<file path="config.mk">
export PLATFORM = sky130hd
export DESIGN_NAME = three_band_biquad_tone_control_flat
export DESIGN_NICKNAME = d
export VERILOG_FILES = /design/src/tbtc_pkg.sv /design/src/tbtc_in_if.sv /design/src/tbtc_out_if.sv /design/src/tbtc_cfg_if.sv /design/src/three_band_biquad_tone_control.sv /design/src/tbtc_ctrl.sv /design/src/tbtc_dp.sv /design/src/flat_wrapper.sv
export VERILOG_INCLUDE_DIRS = /design/src /design/src/src
export SDC_FILE = /design/constraint.sdc
export NUM_CORES = 2
export LEC_CHECK = 0
export BUFFER_PORTS_ARGS = -buffer_cell sky130_fd_sc_hd__buf_2
export CORE_UTILIZATION = 60
export DETAILED_ROUTE_END_ITERATION = 6
export MAX_ROUTING_LAYER = met4
export PLACE_DENSITY_LB_ADDON = 0.15
export SLEW_MARGIN = 20
export SYNTH_ARGS = -nofsm -noshare
export SYNTH_HDL_FRONTEND = slang
export SYNTH_SLANG_ARGS = --single-unit
</file>
<file path="constraint.sdc">
create_clock -name clk -period 19.85 [get_ports clk]
set_clock_uncertainty 0.1 [all_clocks]
set_input_delay 1.985 -clock clk [delete_from_list [all_inputs] [get_ports clk]]
set_output_delay 1.985 -clock clk [all_outputs]
set_load 0.01 [all_outputs]
</file>
<file path="src/three_band_biquad_tone_control_assert.svh">
// Assertion macros shared by the tone control modules.
// Each macro takes a label, clock, active-low reset, antecedent and consequent.
`ifndef THREE_BAND_BIQUAD_TONE_CONTROL_ASSERT_SVH
`define THREE_BAND_BIQUAD_TONE_CONTROL_ASSERT_SVH

`ifndef SYNTHESIS

// Consequent must hold in the same cycle as the antecedent
`define TBTC_ASSERT_SAME(label, clk, rst_n, ante, cons) \
	label: assert property (@(posedge clk) disable iff (!rst_n) (ante) |-> (cons)) \
		else $error("tone control assertion failed");

// Consequent must hold in the cycle after the antecedent
`define TBTC_ASSERT_NEXT(label, clk, rst_n, ante, cons) \
	label: assert property (@(posedge clk) disable iff (!rst_n) (ante) |=> (cons)) \
		else $error("tone control assertion failed");

`else

`define TBTC_ASSERT_SAME(label, clk, rst_n, ante, cons)
`define TBTC_ASSERT_NEXT(label, clk, rst_n, ante, cons)

`endif

`endif

</file>
<file path="src/tbtc_pkg.sv">
package tbtc_pkg;

	// Field and datapath widths
	localparam int SAMPLE_W    = 16;
	localparam int COEF_W      = 16;
	localparam int GAIN_W      = 14;
	localparam int COEF_WORD_W = 64;
	localparam int FB_W        = 48;
	localparam int ACC_W       = 32;
	localparam int OPB_W       = 17;
	localparam int REG_IDX_W   = 3;
	localparam int CFG_DATA_W  = 64;

	// Fixed-point scaling
	localparam int COEF_SHIFT = 14;
	localparam int GAIN_SHIFT = 12;

	// Gain range and reset
	localparam logic [GAIN_W-1:0] GAIN_MIN   = 14'd5;
	localparam logic [GAIN_W-1:0] GAIN_MAX   = 14'd8192;
	localparam logic [GAIN_W-1:0] GAIN_RESET = 14'd2048;

	// Coefficient reset words
	localparam logic [COEF_WORD_W-1:0] LOW_COEF_RESET  = 64'd9479232816455352326;
	localparam logic [COEF_WORD_W-1:0] MID_COEF_RESET  = 64'd10394580863667931078;
	localparam logic [COEF_WORD_W-1:0] HIGH_COEF_RESET = 64'd11247796404724577084;
	localparam logic [FB_W-1:0]        FB_RESET        = 48'd45128034172042;

	// Sequencing: three filter bands, then a gain phase
	localparam int NUM_BANDS = 3;
	localparam int BAND_W    = 2;
	localparam int TAP_W     = 3;
	localparam logic [BAND_W-1:0] BAND_LOW  = 2'd0;
	localparam logic [BAND_W-1:0] BAND_GAIN = 2'd3;
	localparam logic [TAP_W-1:0]  TAP_FIRST     = 3'd0;
	localparam logic [TAP_W-1:0]  TAP_A1        = 3'd3;
	localparam logic [TAP_W-1:0]  TAP_LAST      = 3'd4;
	localparam logic [TAP_W-1:0]  GAIN_TAP_LAST = 3'd2;

	typedef enum logic [REG_IDX_W-1:0] {
		REG_LOW_GAIN    = 3'd0,
		REG_MID_GAIN    = 3'd1,
		REG_HIGH_GAIN   = 3'd2,
		REG_LOW_COEFFS  = 3'd3,
		REG_MID_COEFFS  = 3'd4,
		REG_HIGH_COEFFS = 3'd5,
		REG_FB_COEFFS   = 3'd6
	} tbtc_reg_t;

	typedef enum logic [1:0] {
		ST_IDLE,
		ST_RUN,
		ST_DRAIN,
		ST_FIN
	} tbtc_state_t;

	// Controller to datapath
	typedef struct packed {
		logic              load;
		logic              mul_en;
		logic [BAND_W-1:0] band;
		logic [TAP_W-1:0]  tap;
		logic              finish;
	} tbtc_cmd_t;

	// Datapath to controller
	typedef struct packed {
		logic out_free;
	} tbtc_status_t;

endpackage

</file>
<file path="src/tbtc_in_if.sv">
interface tbtc_in_if;
	import tbtc_pkg::*;

	logic                       valid;
	logic                       ready;
	logic signed [SAMPLE_W-1:0] sample_in;

	modport source(output valid, output sample_in, input ready);
	modport sink(input valid, input sample_in, output ready);
endinterface

</file>
<file path="src/tbtc_out_if.sv">
interface tbtc_out_if;
	import tbtc_pkg::*;

	logic                       valid;
	logic                       ready;
	logic signed [SAMPLE_W-1:0] sample_out;

	modport source(output valid, output sample_out, input ready);
	modport sink(input valid, input sample_out, output ready);
endinterface

</file>
<file path="src/tbtc_cfg_if.sv">
interface tbtc_cfg_if;
	import tbtc_pkg::*;

	logic                  valid;
	logic                  ready;
	logic [REG_IDX_W-1:0]  index;
	logic [CFG_DATA_W-1:0] data;

	modport source(output valid, output index, output data, input ready);
	modport sink(input valid, input index, input data, output ready);
endinterface

</file>
<file path="src/three_band_biquad_tone_control.sv">
// Three-band tone control: low, band and high biquad filters, weighted and summed.
// Channels: din takes one signed 16-bit sample per beat (valid/ready), dout returns
// one signed 16-bit sample per input beat, cfg writes one register per beat by index
// (0..2 gains, 3..5 filter coefficient words, 6 second feedback coefficients).
// cfg is always ready; write it only while no sample is in flight.
// Each sample takes 18 products through one shared 16x17 multiplier and a 32-bit
// accumulator, one product a cycle, then a drain state for the accumulator and a
// finish state that loads the output register. din is ready again from the edge
// that loads the output register, so the next sample is taken only after the
// previous one has finished.
// The output register holds a finished result while dout stalls; the next sample
// is still accepted and runs, then waits before its final load until the held
// result is taken.
// Reset (arst_n low) clears the filter histories, restores gains and coefficients
// to their defaults and empties the output register.
module three_band_biquad_tone_control (
	input logic        clk,
	input logic        arst_n,
	tbtc_in_if.sink    din,
	tbtc_out_if.source dout,
	tbtc_cfg_if.sink   cfg
);
	import tbtc_pkg::*;

	tbtc_cmd_t    cmd;
	tbtc_status_t stat;
	logic         in_ready;

	assign din.ready = in_ready;
	assign cfg.ready = 1'b1;

	// Sequencer
	tbtc_ctrl u_ctrl (
		.clk      (clk),
		.arst_n   (arst_n),
		.in_valid (din.valid),
		.in_ready (in_ready),
		.stat     (stat),
		.cmd      (cmd)
	);

	// Multiply-accumulate datapath and registers
	tbtc_dp u_dp (
		.clk        (clk),
		.arst_n     (arst_n),
		.cmd        (cmd),
		.stat       (stat),
		.sample_in  (din.sample_in),
		.cfg_we     (cfg.valid),
		.cfg_index  (cfg.index),
		.cfg_data   (cfg.data),
		.out_valid  (dout.valid),
		.out_ready  (dout.ready),
		.sample_out (dout.sample_out)
	);

endmodule

</file>
<file path="src/tbtc_ctrl.sv">
`include "three_band_biquad_tone_control_assert.svh"

module tbtc_ctrl (
	input  logic                   clk,
	input  logic                   arst_n,
	input  logic                   in_valid,
	output logic                   in_ready,
	input  tbtc_pkg::tbtc_status_t stat,
	output tbtc_pkg::tbtc_cmd_t    cmd
);
	import tbtc_pkg::*;

	tbtc_state_t       state_q, state_d;
	logic [BAND_W-1:0] band_q;
	logic [TAP_W-1:0]  tap_q;
	logic              last_tap;
	logic              run_done;
	logic              accept;

	// Last product of the current band or of the gain phase
	assign last_tap = (band_q == BAND_GAIN) ? (tap_q == GAIN_TAP_LAST) : (tap_q == TAP_LAST);
	assign run_done = (band_q == BAND_GAIN) && last_tap;
	assign accept   = in_valid && in_ready;

	// Next state
	always_comb begin
		state_d = state_q;
		unique case (state_q)
			ST_IDLE:  if (in_valid) state_d = ST_RUN;
			ST_RUN:   if (run_done) state_d = ST_DRAIN;
			ST_DRAIN: state_d = ST_FIN;
			ST_FIN:   if (stat.out_free) state_d = ST_IDLE;
			default:  state_d = ST_IDLE;
		endcase
	end

	// Outputs
	always_comb begin
		in_ready   = 1'b0;
		cmd.load   = 1'b0;
		cmd.mul_en = 1'b0;
		cmd.band   = band_q;
		cmd.tap    = tap_q;
		cmd.finish = 1'b0;
		unique case (state_q)
			ST_IDLE: begin
				in_ready = 1'b1;
				cmd.load = in_valid;
			end
			ST_RUN:   cmd.mul_en = 1'b1;
			ST_DRAIN: ;
			ST_FIN:   cmd.finish = stat.out_free;
			default:  ;
		endcase
	end

	// State register
	always_ff @(posedge clk or negedge arst_n) begin
		if (!arst_n) begin
			state_q <= ST_IDLE;
		end else begin
			state_q <= state_d;
		end
	end

	// Advance the band and tap counters through the products
	always_ff @(posedge clk or negedge arst_n) begin
		if (!arst_n) begin
			band_q <= BAND_LOW;
			tap_q  <= TAP_FIRST;
		end else if (state_q == ST_RUN) begin
			if (last_tap) begin
				tap_q  <= TAP_FIRST;
				band_q <= band_q + 2'd1;
			end else begin
				tap_q <= tap_q + 3'd1;
			end
		end else begin
			band_q <= BAND_LOW;
			tap_q  <= TAP_FIRST;
		end
	end

	`TBTC_ASSERT_NEXT(a_accept_starts_run, clk, arst_n, accept,
		state_q == ST_RUN && band_q == BAND_LOW && tap_q == TAP_FIRST)
	`TBTC_ASSERT_NEXT(a_finish_to_idle, clk, arst_n, cmd.finish, state_q == ST_IDLE)
	`TBTC_ASSERT_SAME(a_tap_bound, clk, arst_n, band_q != BAND_GAIN, tap_q <= TAP_LAST)

endmodule

</file>
<file path="src/tbtc_dp.sv">
`include "three_band_biquad_tone_control_assert.svh"

module tbtc_dp (
	input  logic                             clk,
	input  logic                             arst_n,
	input  tbtc_pkg::tbtc_cmd_t              cmd,
	output tbtc_pkg::tbtc_status_t           stat,
	input  logic signed [tbtc_pkg::SAMPLE_W-1:0] sample_in,
	input  logic                             cfg_we,
	input  logic [tbtc_pkg::REG_IDX_W-1:0]   cfg_index,
	input  logic [tbtc_pkg::CFG_DATA_W-1:0]  cfg_data,
	output logic                             out_valid,
	input  logic                             out_ready,
	output logic signed [tbtc_pkg::SAMPLE_W-1:0] sample_out
);
	import tbtc_pkg::*;

	// Configuration
	logic [GAIN_W-1:0]      gain_q [NUM_BANDS];
	logic [COEF_WORD_W-1:0] coef_q [NUM_BANDS];
	logic [FB_W-1:0]        fb_q;

	// Filter state
	logic signed [SAMPLE_W-1:0] x0_q, x1_q, x2_q;
	logic signed [SAMPLE_W-1:0] yh0_q [NUM_BANDS];
	logic signed [SAMPLE_W-1:0] yh1_q [NUM_BANDS];

	// Multiplier operands and product stage
	logic signed [COEF_W-1:0]        op_a;
	logic signed [OPB_W-1:0]         op_b;
	logic signed [COEF_W+OPB_W-1:0]  prod;
	logic [ACC_W-1:0]                prod_s1;
	logic [BAND_W-1:0]               band_s1;
	logic [TAP_W-1:0]                tap_s1;
	logic                            valid_s1;

	// Accumulator
	logic [ACC_W-1:0]       acc_q;
	logic [ACC_W-1:0]       term;
	logic [ACC_W-1:0]       acc_d;
	logic                   gain_ok;
	logic signed [SAMPLE_W-1:0] out_q;
	logic                   out_valid_q;
	logic [GAIN_W-1:0]      cfg_gain;

	assign cfg_gain = cfg_data[GAIN_W-1:0];
	assign gain_ok  = (cfg_gain >= GAIN_MIN) && (cfg_gain <= GAIN_MAX);

	// Register writes; out-of-range gains and unknown indexes drop
	always_ff @(posedge clk or negedge arst_n) begin
		if (!arst_n) begin
			gain_q[0] <= GAIN_RESET;
			gain_q[1] <= GAIN_RESET;
			gain_q[2] <= GAIN_RESET;
			coef_q[0] <= LOW_COEF_RESET;
			coef_q[1] <= MID_COEF_RESET;
			coef_q[2] <= HIGH_COEF_RESET;
			fb_q      <= FB_RESET;
		end else if (cfg_we) begin
			unique case (tbtc_reg_t'(cfg_index))
				REG_LOW_GAIN:    if (gain_ok) gain_q[0] <= cfg_gain;
				REG_MID_GAIN:    if (gain_ok) gain_q[1] <= cfg_gain;
				REG_HIGH_GAIN:   if (gain_ok) gain_q[2] <= cfg_gain;
				REG_LOW_COEFFS:  coef_q[0] <= cfg_data;
				REG_MID_COEFFS:  coef_q[1] <= cfg_data;
				REG_HIGH_COEFFS: coef_q[2] <= cfg_data;
				REG_FB_COEFFS:   fb_q <= cfg_data[FB_W-1:0];
				default:         ;
			endcase
		end
	end

	// Select operands: coefficient times history, or band output times gain
	always_comb begin
		op_a = '0;
		op_b = '0;
		if (cmd.band == BAND_GAIN) begin
			op_a = yh0_q[cmd.tap[BAND_W-1:0]];
			op_b = $signed({{(OPB_W-GAIN_W){1'b0}}, gain_q[cmd.tap[BAND_W-1:0]]});
		end else begin
			unique case (cmd.tap)
				3'd0: begin
					op_a = $signed(coef_q[cmd.band][0 +: COEF_W]);
					op_b = {x0_q[SAMPLE_W-1], x0_q};
				end
				3'd1: begin
					op_a = $signed(coef_q[cmd.band][COEF_W +: COEF_W]);
					op_b = {x1_q[SAMPLE_W-1], x1_q};
				end
				3'd2: begin
					op_a = $signed(coef_q[cmd.band][2*COEF_W +: COEF_W]);
					op_b = {x2_q[SAMPLE_W-1], x2_q};
				end
				3'd3: begin
					op_a = $signed(coef_q[cmd.band][3*COEF_W +: COEF_W]);
					op_b = {yh0_q[cmd.band][SAMPLE_W-1], yh0_q[cmd.band]};
				end
				3'd4: begin
					op_a = $signed(fb_q[COEF_W*cmd.band +: COEF_W]);
					op_b = {yh1_q[cmd.band][SAMPLE_W-1], yh1_q[cmd.band]};
				end
				default: ;
			endcase
		end
	end

	assign prod = op_a * op_b;

	// Product stage
	always_ff @(posedge clk or negedge arst_n) begin
		if (!arst_n) begin
			valid_s1 <= 1'b0;
		end else begin
			valid_s1 <= cmd.mul_en;
		end
	end

	always_ff @(posedge clk) begin
		prod_s1 <= prod[ACC_W-1:0];
		band_s1 <= cmd.band;
		tap_s1  <= cmd.tap;
	end

	// Feedback terms subtract; first term of a band or of the gain phase restarts
	assign term  = ((band_s1 != BAND_GAIN) && (tap_s1 >= TAP_A1)) ? (32'd0 - prod_s1) : prod_s1;
	assign acc_d = (tap_s1 == TAP_FIRST) ? term : acc_q + term;

	always_ff @(posedge clk) begin
		if (valid_s1) begin
			acc_q <= acc_d;
		end
	end

	// Capture the sample; shift input history when the result is loaded into the output register
	always_ff @(posedge clk or negedge arst_n) begin
		if (!arst_n) begin
			x1_q <= '0;
			x2_q <= '0;
		end else if (cmd.finish) begin
			x1_q <= x0_q;
			x2_q <= x1_q;
		end
	end

	always_ff @(posedge clk) begin
		if (cmd.load) begin
			x0_q <= sample_in;
		end
	end

	// Push each band's new output into its history
	always_ff @(posedge clk or negedge arst_n) begin
		if (!arst_n) begin
			for (int i = 0; i < NUM_BANDS; i++) begin
				yh0_q[i] <= '0;
				yh1_q[i] <= '0;
			end
		end else if (valid_s1 && (band_s1 != BAND_GAIN) && (tap_s1 == TAP_LAST)) begin
			yh1_q[band_s1] <= yh0_q[band_s1];
			yh0_q[band_s1] <= $signed(acc_d[COEF_SHIFT +: SAMPLE_W]);
		end
	end

	// Output register
	always_ff @(posedge clk or negedge arst_n) begin
		if (!arst_n) begin
			out_valid_q <= 1'b0;
		end else if (cmd.finish) begin
			out_valid_q <= 1'b1;
		end else if (out_ready) begin
			out_valid_q <= 1'b0;
		end
	end

	always_ff @(posedge clk) begin
		if (cmd.finish) begin
			out_q <= $signed(acc_q[GAIN_SHIFT +: SAMPLE_W]);
		end
	end

	assign stat.out_free = !out_valid_q || out_ready;
	assign out_valid     = out_valid_q;
	assign sample_out    = out_q;

	`TBTC_ASSERT_SAME(a_finish_drained, clk, arst_n, cmd.finish, !valid_s1 && stat.out_free)
	`TBTC_ASSERT_NEXT(a_finish_fills_out, clk, arst_n, cmd.finish, out_valid_q)
	`TBTC_ASSERT_NEXT(a_out_holds, clk, arst_n, out_valid_q && !out_ready,
		out_valid_q && $stable(out_q))

endmodule

</file>
<file path="src/flat_wrapper.sv">
// flat-port wrapper written by rule: the top's interface ports become plain ports
module three_band_biquad_tone_control_flat import tbtc_pkg::*;
  (clk, arst_n, din_valid, din_sample_in, din_ready, dout_valid, dout_sample_out, dout_ready, cfg_valid, cfg_index, cfg_data, cfg_ready);
  tbtc_in_if din_i ();
  tbtc_out_if dout_i ();
  tbtc_cfg_if cfg_i ();
  input logic clk;
  input logic arst_n;
  input wire logic [$bits(din_i.valid)-1:0] din_valid;
  input wire logic [$bits(din_i.sample_in)-1:0] din_sample_in;
  output wire logic [$bits(din_i.ready)-1:0] din_ready;
  output wire logic [$bits(dout_i.valid)-1:0] dout_valid;
  output wire logic [$bits(dout_i.sample_out)-1:0] dout_sample_out;
  input wire logic [$bits(dout_i.ready)-1:0] dout_ready;
  input wire logic [$bits(cfg_i.valid)-1:0] cfg_valid;
  input wire logic [$bits(cfg_i.index)-1:0] cfg_index;
  input wire logic [$bits(cfg_i.data)-1:0] cfg_data;
  output wire logic [$bits(cfg_i.ready)-1:0] cfg_ready;
  assign din_i.valid = din_valid;
  assign din_i.sample_in = din_sample_in;
  assign din_ready = din_i.ready;
  assign dout_valid = dout_i.valid;
  assign dout_sample_out = dout_i.sample_out;
  assign dout_i.ready = dout_ready;
  assign cfg_i.valid = cfg_valid;
  assign cfg_i.index = cfg_index;
  assign cfg_i.data = cfg_data;
  assign cfg_ready = cfg_i.ready;
  three_band_biquad_tone_control u_core (.clk(clk), .arst_n(arst_n), .din(din_i), .dout(dout_i), .cfg(cfg_i));
endmodule
</file>
==> run metrics <==
outcome complete, but fails checks; violated checks design-rule violations; fin util 0.672; Final Hold Vio Count 0; DRC viols 8; GRT Total Usage 0.355; Gates resized, CTS repair 0; worst-case clock buffer depth 3; die area roughly 0.057 mm2; first-pass GRT wire length 151 mm; DRT Pass-1 Iters 7; fin cells ~4,000; Initial Utilization 0.611; layout cells sized above 1 0.234; max cap viols 0; clock root cell clkbuf_16; initial antenna violation count 3; WS Path Type reg2reg; core area 0.0555 mm2; clk slew on worst S/H paths 0.06 ns; synth cell count leaders mux2_2 (370), dfrtp_1 (336), inv_1 (315), nand2_1 (283), fa_1 (249); Vias around 25,000; fmax 96.6 MHz; Worst Tran Pin Value 1.10 ns; asr flop ratio synth 0.812; fin crit share 0.522; Detail Placement HPWL 68.8 mm; flip-flop and latch area 0.0132 mm2; crit-path most repeated cell fa_1; top_reg_cell synth dfrtp_1; top cell type by total area after synthesis dfrtp_1; fin crit period 10.36 ns; total CTS buffers 56; Required @ worst endpoint just over 20 ns; Crit. End Element register; grt ovf 0; Clock Latency Late Sink about 0.64 ns; multi-input logic area 0.0191 mm2; WL final 95.8 mm; CTS H-tree lvls 2; vias in the first global route 25,800; RSZ-0062 raised after global routing false; CP max stage delay ~0.85 ns; Netlist cell types 76; top cell type's share of synthesized area 0.248; Filler cells 4,311; CP max FO 36; drt wl/cell between 20 and 25 um; YS warnings 0; FF+latch count, synth 516; largest net degree at the start of global routing 166; setup ws final 9.49 ns; TNS Setup 0 ns; Avg Cell Area, Syn 10.7 um2; NumNets Final 3,686; row cnt 86; number of synthesized flops with an enable pin 62; register area share after synthesis 0.388; area grow syn2layout 10.0%; Die H 240 um; Post-Syn Nets 3,623; hold-fix buffers at CTS 0; Post-CTS Setup Bufs 0; dpl ws about 9.5 ns; Post-Syn Instances 3,167; Final setup viols 0; CP Launch Type register; slowest CP cell ha_1; max-slew violations 0; Rel. slew slack 0.265; synthesized area 0.0339 mm2; Die W 240 um; num ports 107; Placed Cells 3,919; port bufs roughly 110; most common cell in the netlist mux2_2; WP data arrival 10.77 ns; initial DRC count 2,156; Hold Crit Class reg2reg; GP Congestion roughly 0.93; CTS sink cnt between 500 and 600; vias per cell 6.25; TritonCTS clock tree built; top cells by area, synth dfrtp_1 (25%), fa_1 (15%), mux2_2 (12%); DRT antenna net count 0
[final cells by class]
| cell class | count | share of cell area |
|---|---|---|
| repair buffers | 164 | 0.0268 |
| clock inverters | 25 | 0.00818 |
| clock buffers | 81 | 0.0442 |
| diodes | 3 | 0.000201 |
| inverters | 315 | 0.0317 |
| flip-flops and latches | 516 | 0.352 |
| well taps | 748 | 0.0251 |
| multi-input cells | 2177 | 0.511 |
[logic make-up after synthesis]
logic type                 share of synthesized area
adders and majority gates                      0.191
AOI/OAI and AO/OA                              0.114
and+or+nand+nor                               0.0878
xor gates and xnor gates                      0.0226
DFF                                            0.388
buffers and inverters                         0.0527
other                                       0.000111
muxes                                          0.144
[flip-flops by register name, indices dropped and copies added (netlist names)]
name,count
u_core.u_dp.out_valid,1
u_core.u_dp.fb_q,48
u_core.u_dp.prod_s1,30
u_core.u_dp.yh0_q,48
u_core.u_ctrl.tap_q,3
u_core.u_dp.x2_q,16
u_core.u_dp.valid_s1,1
u_core.u_ctrl.band_q,2
u_core.u_dp.x0_q,16
u_core.u_dp.acc_q,30
u_core.u_ctrl.state_q,2
u_core.u_dp.tap_s1,3
u_core.u_dp.gain_q,42
u_core.u_dp.coef_q,192
u_core.u_dp.sample_out,16
u_core.u_dp.x1_q,16
u_core.u_dp.band_s1,2
u_core.u_dp.yh1_q,48
[metal layers]
metal	GRT usage	routed length (um)
met1	0.478	40300
met2	0.556	45300
met3	0.0555	7340
met4	0.108	2850
met5	-	0
[cell usage in the layout, fill, tap and decap left out, drive strengths merged, types with 8 or more instances in the layout]
| master | count |
|---|---|
| mux2 | 370 |
| dfrtp | 336 |
| inv | 320 |
| nand2 | 283 |
| fa | 249 |
| nor2 | 239 |
| o21ai | 174 |
| buf | 164 |
| a21oi | 138 |
| ha | 119 |
| dfstp | 83 |
| clkbuf | 81 |
| mux2i | 73 |
| a22oi | 63 |
| edfxtp | 62 |
| xnor2 | 58 |
| dfxtp | 35 |
| nor3 | 30 |
| xor2 | 27 |
| a221oi | 27 |
| or2 | 25 |
| a21o | 23 |
| a211oi | 23 |
| a222oi | 21 |
| nand2b | 19 |
| and2 | 16 |
| nand3 | 15 |
| a31oi | 14 |
| nor2b | 13 |
| clkinv | 13 |
| o21a | 12 |
| o2111ai | 11 |
| o211ai | 10 |
| o211a | 9 |
| nor4 | 8 |
| a221o | 8 |
| o21bai | 8 |
| or4 | 8 |
[worst paths after layout]
check,startpoint,endpoint,slack (ns),depth (start not counted)
setup / recovery,u_core.u_ctrl.tap_q[1],u_core.u_dp.prod_s1[28],9.49,25
hold / removal,u_core.u_dp.acc_q[14],u_core.u_dp.sample_out[2],0.37,0
setup reg to reg,u_core.u_ctrl.tap_q[1],u_core.u_dp.prod_s1[28],9.49,25
hold reg to reg,u_core.u_dp.acc_q[14],u_core.u_dp.sample_out[2],0.37,0
max in group asynchronous,arst_n,u_core.u_dp.coef_q[145],16.04,3
min in group asynchronous,arst_n,u_core.u_dp.out_valid,1.29,1
[worst max-delay path: cells and delay by family (launching register included)]
family	cells	cell delay, ns
simple gates	7	3.08
flops	1	0.33
fa+ha+maj	8	3.90
xor+xnor	1	0.13
compound gates	5	2.00
buf+inv	4	0.66
[stage by stage]
step / hold slack, ns / instance area (um2)
floorplan: 0.269 / 33900
global placement: 0.353 / 35300
detailed placement: 0.357 / 35300
CTS: 0.370 / 37300
global route: 0.383 / 37300
finish: 0.372 / 37300
Power is not shown: default switching activity piles up to over one toggle a cycle in this logic, so the estimate is an artifact.
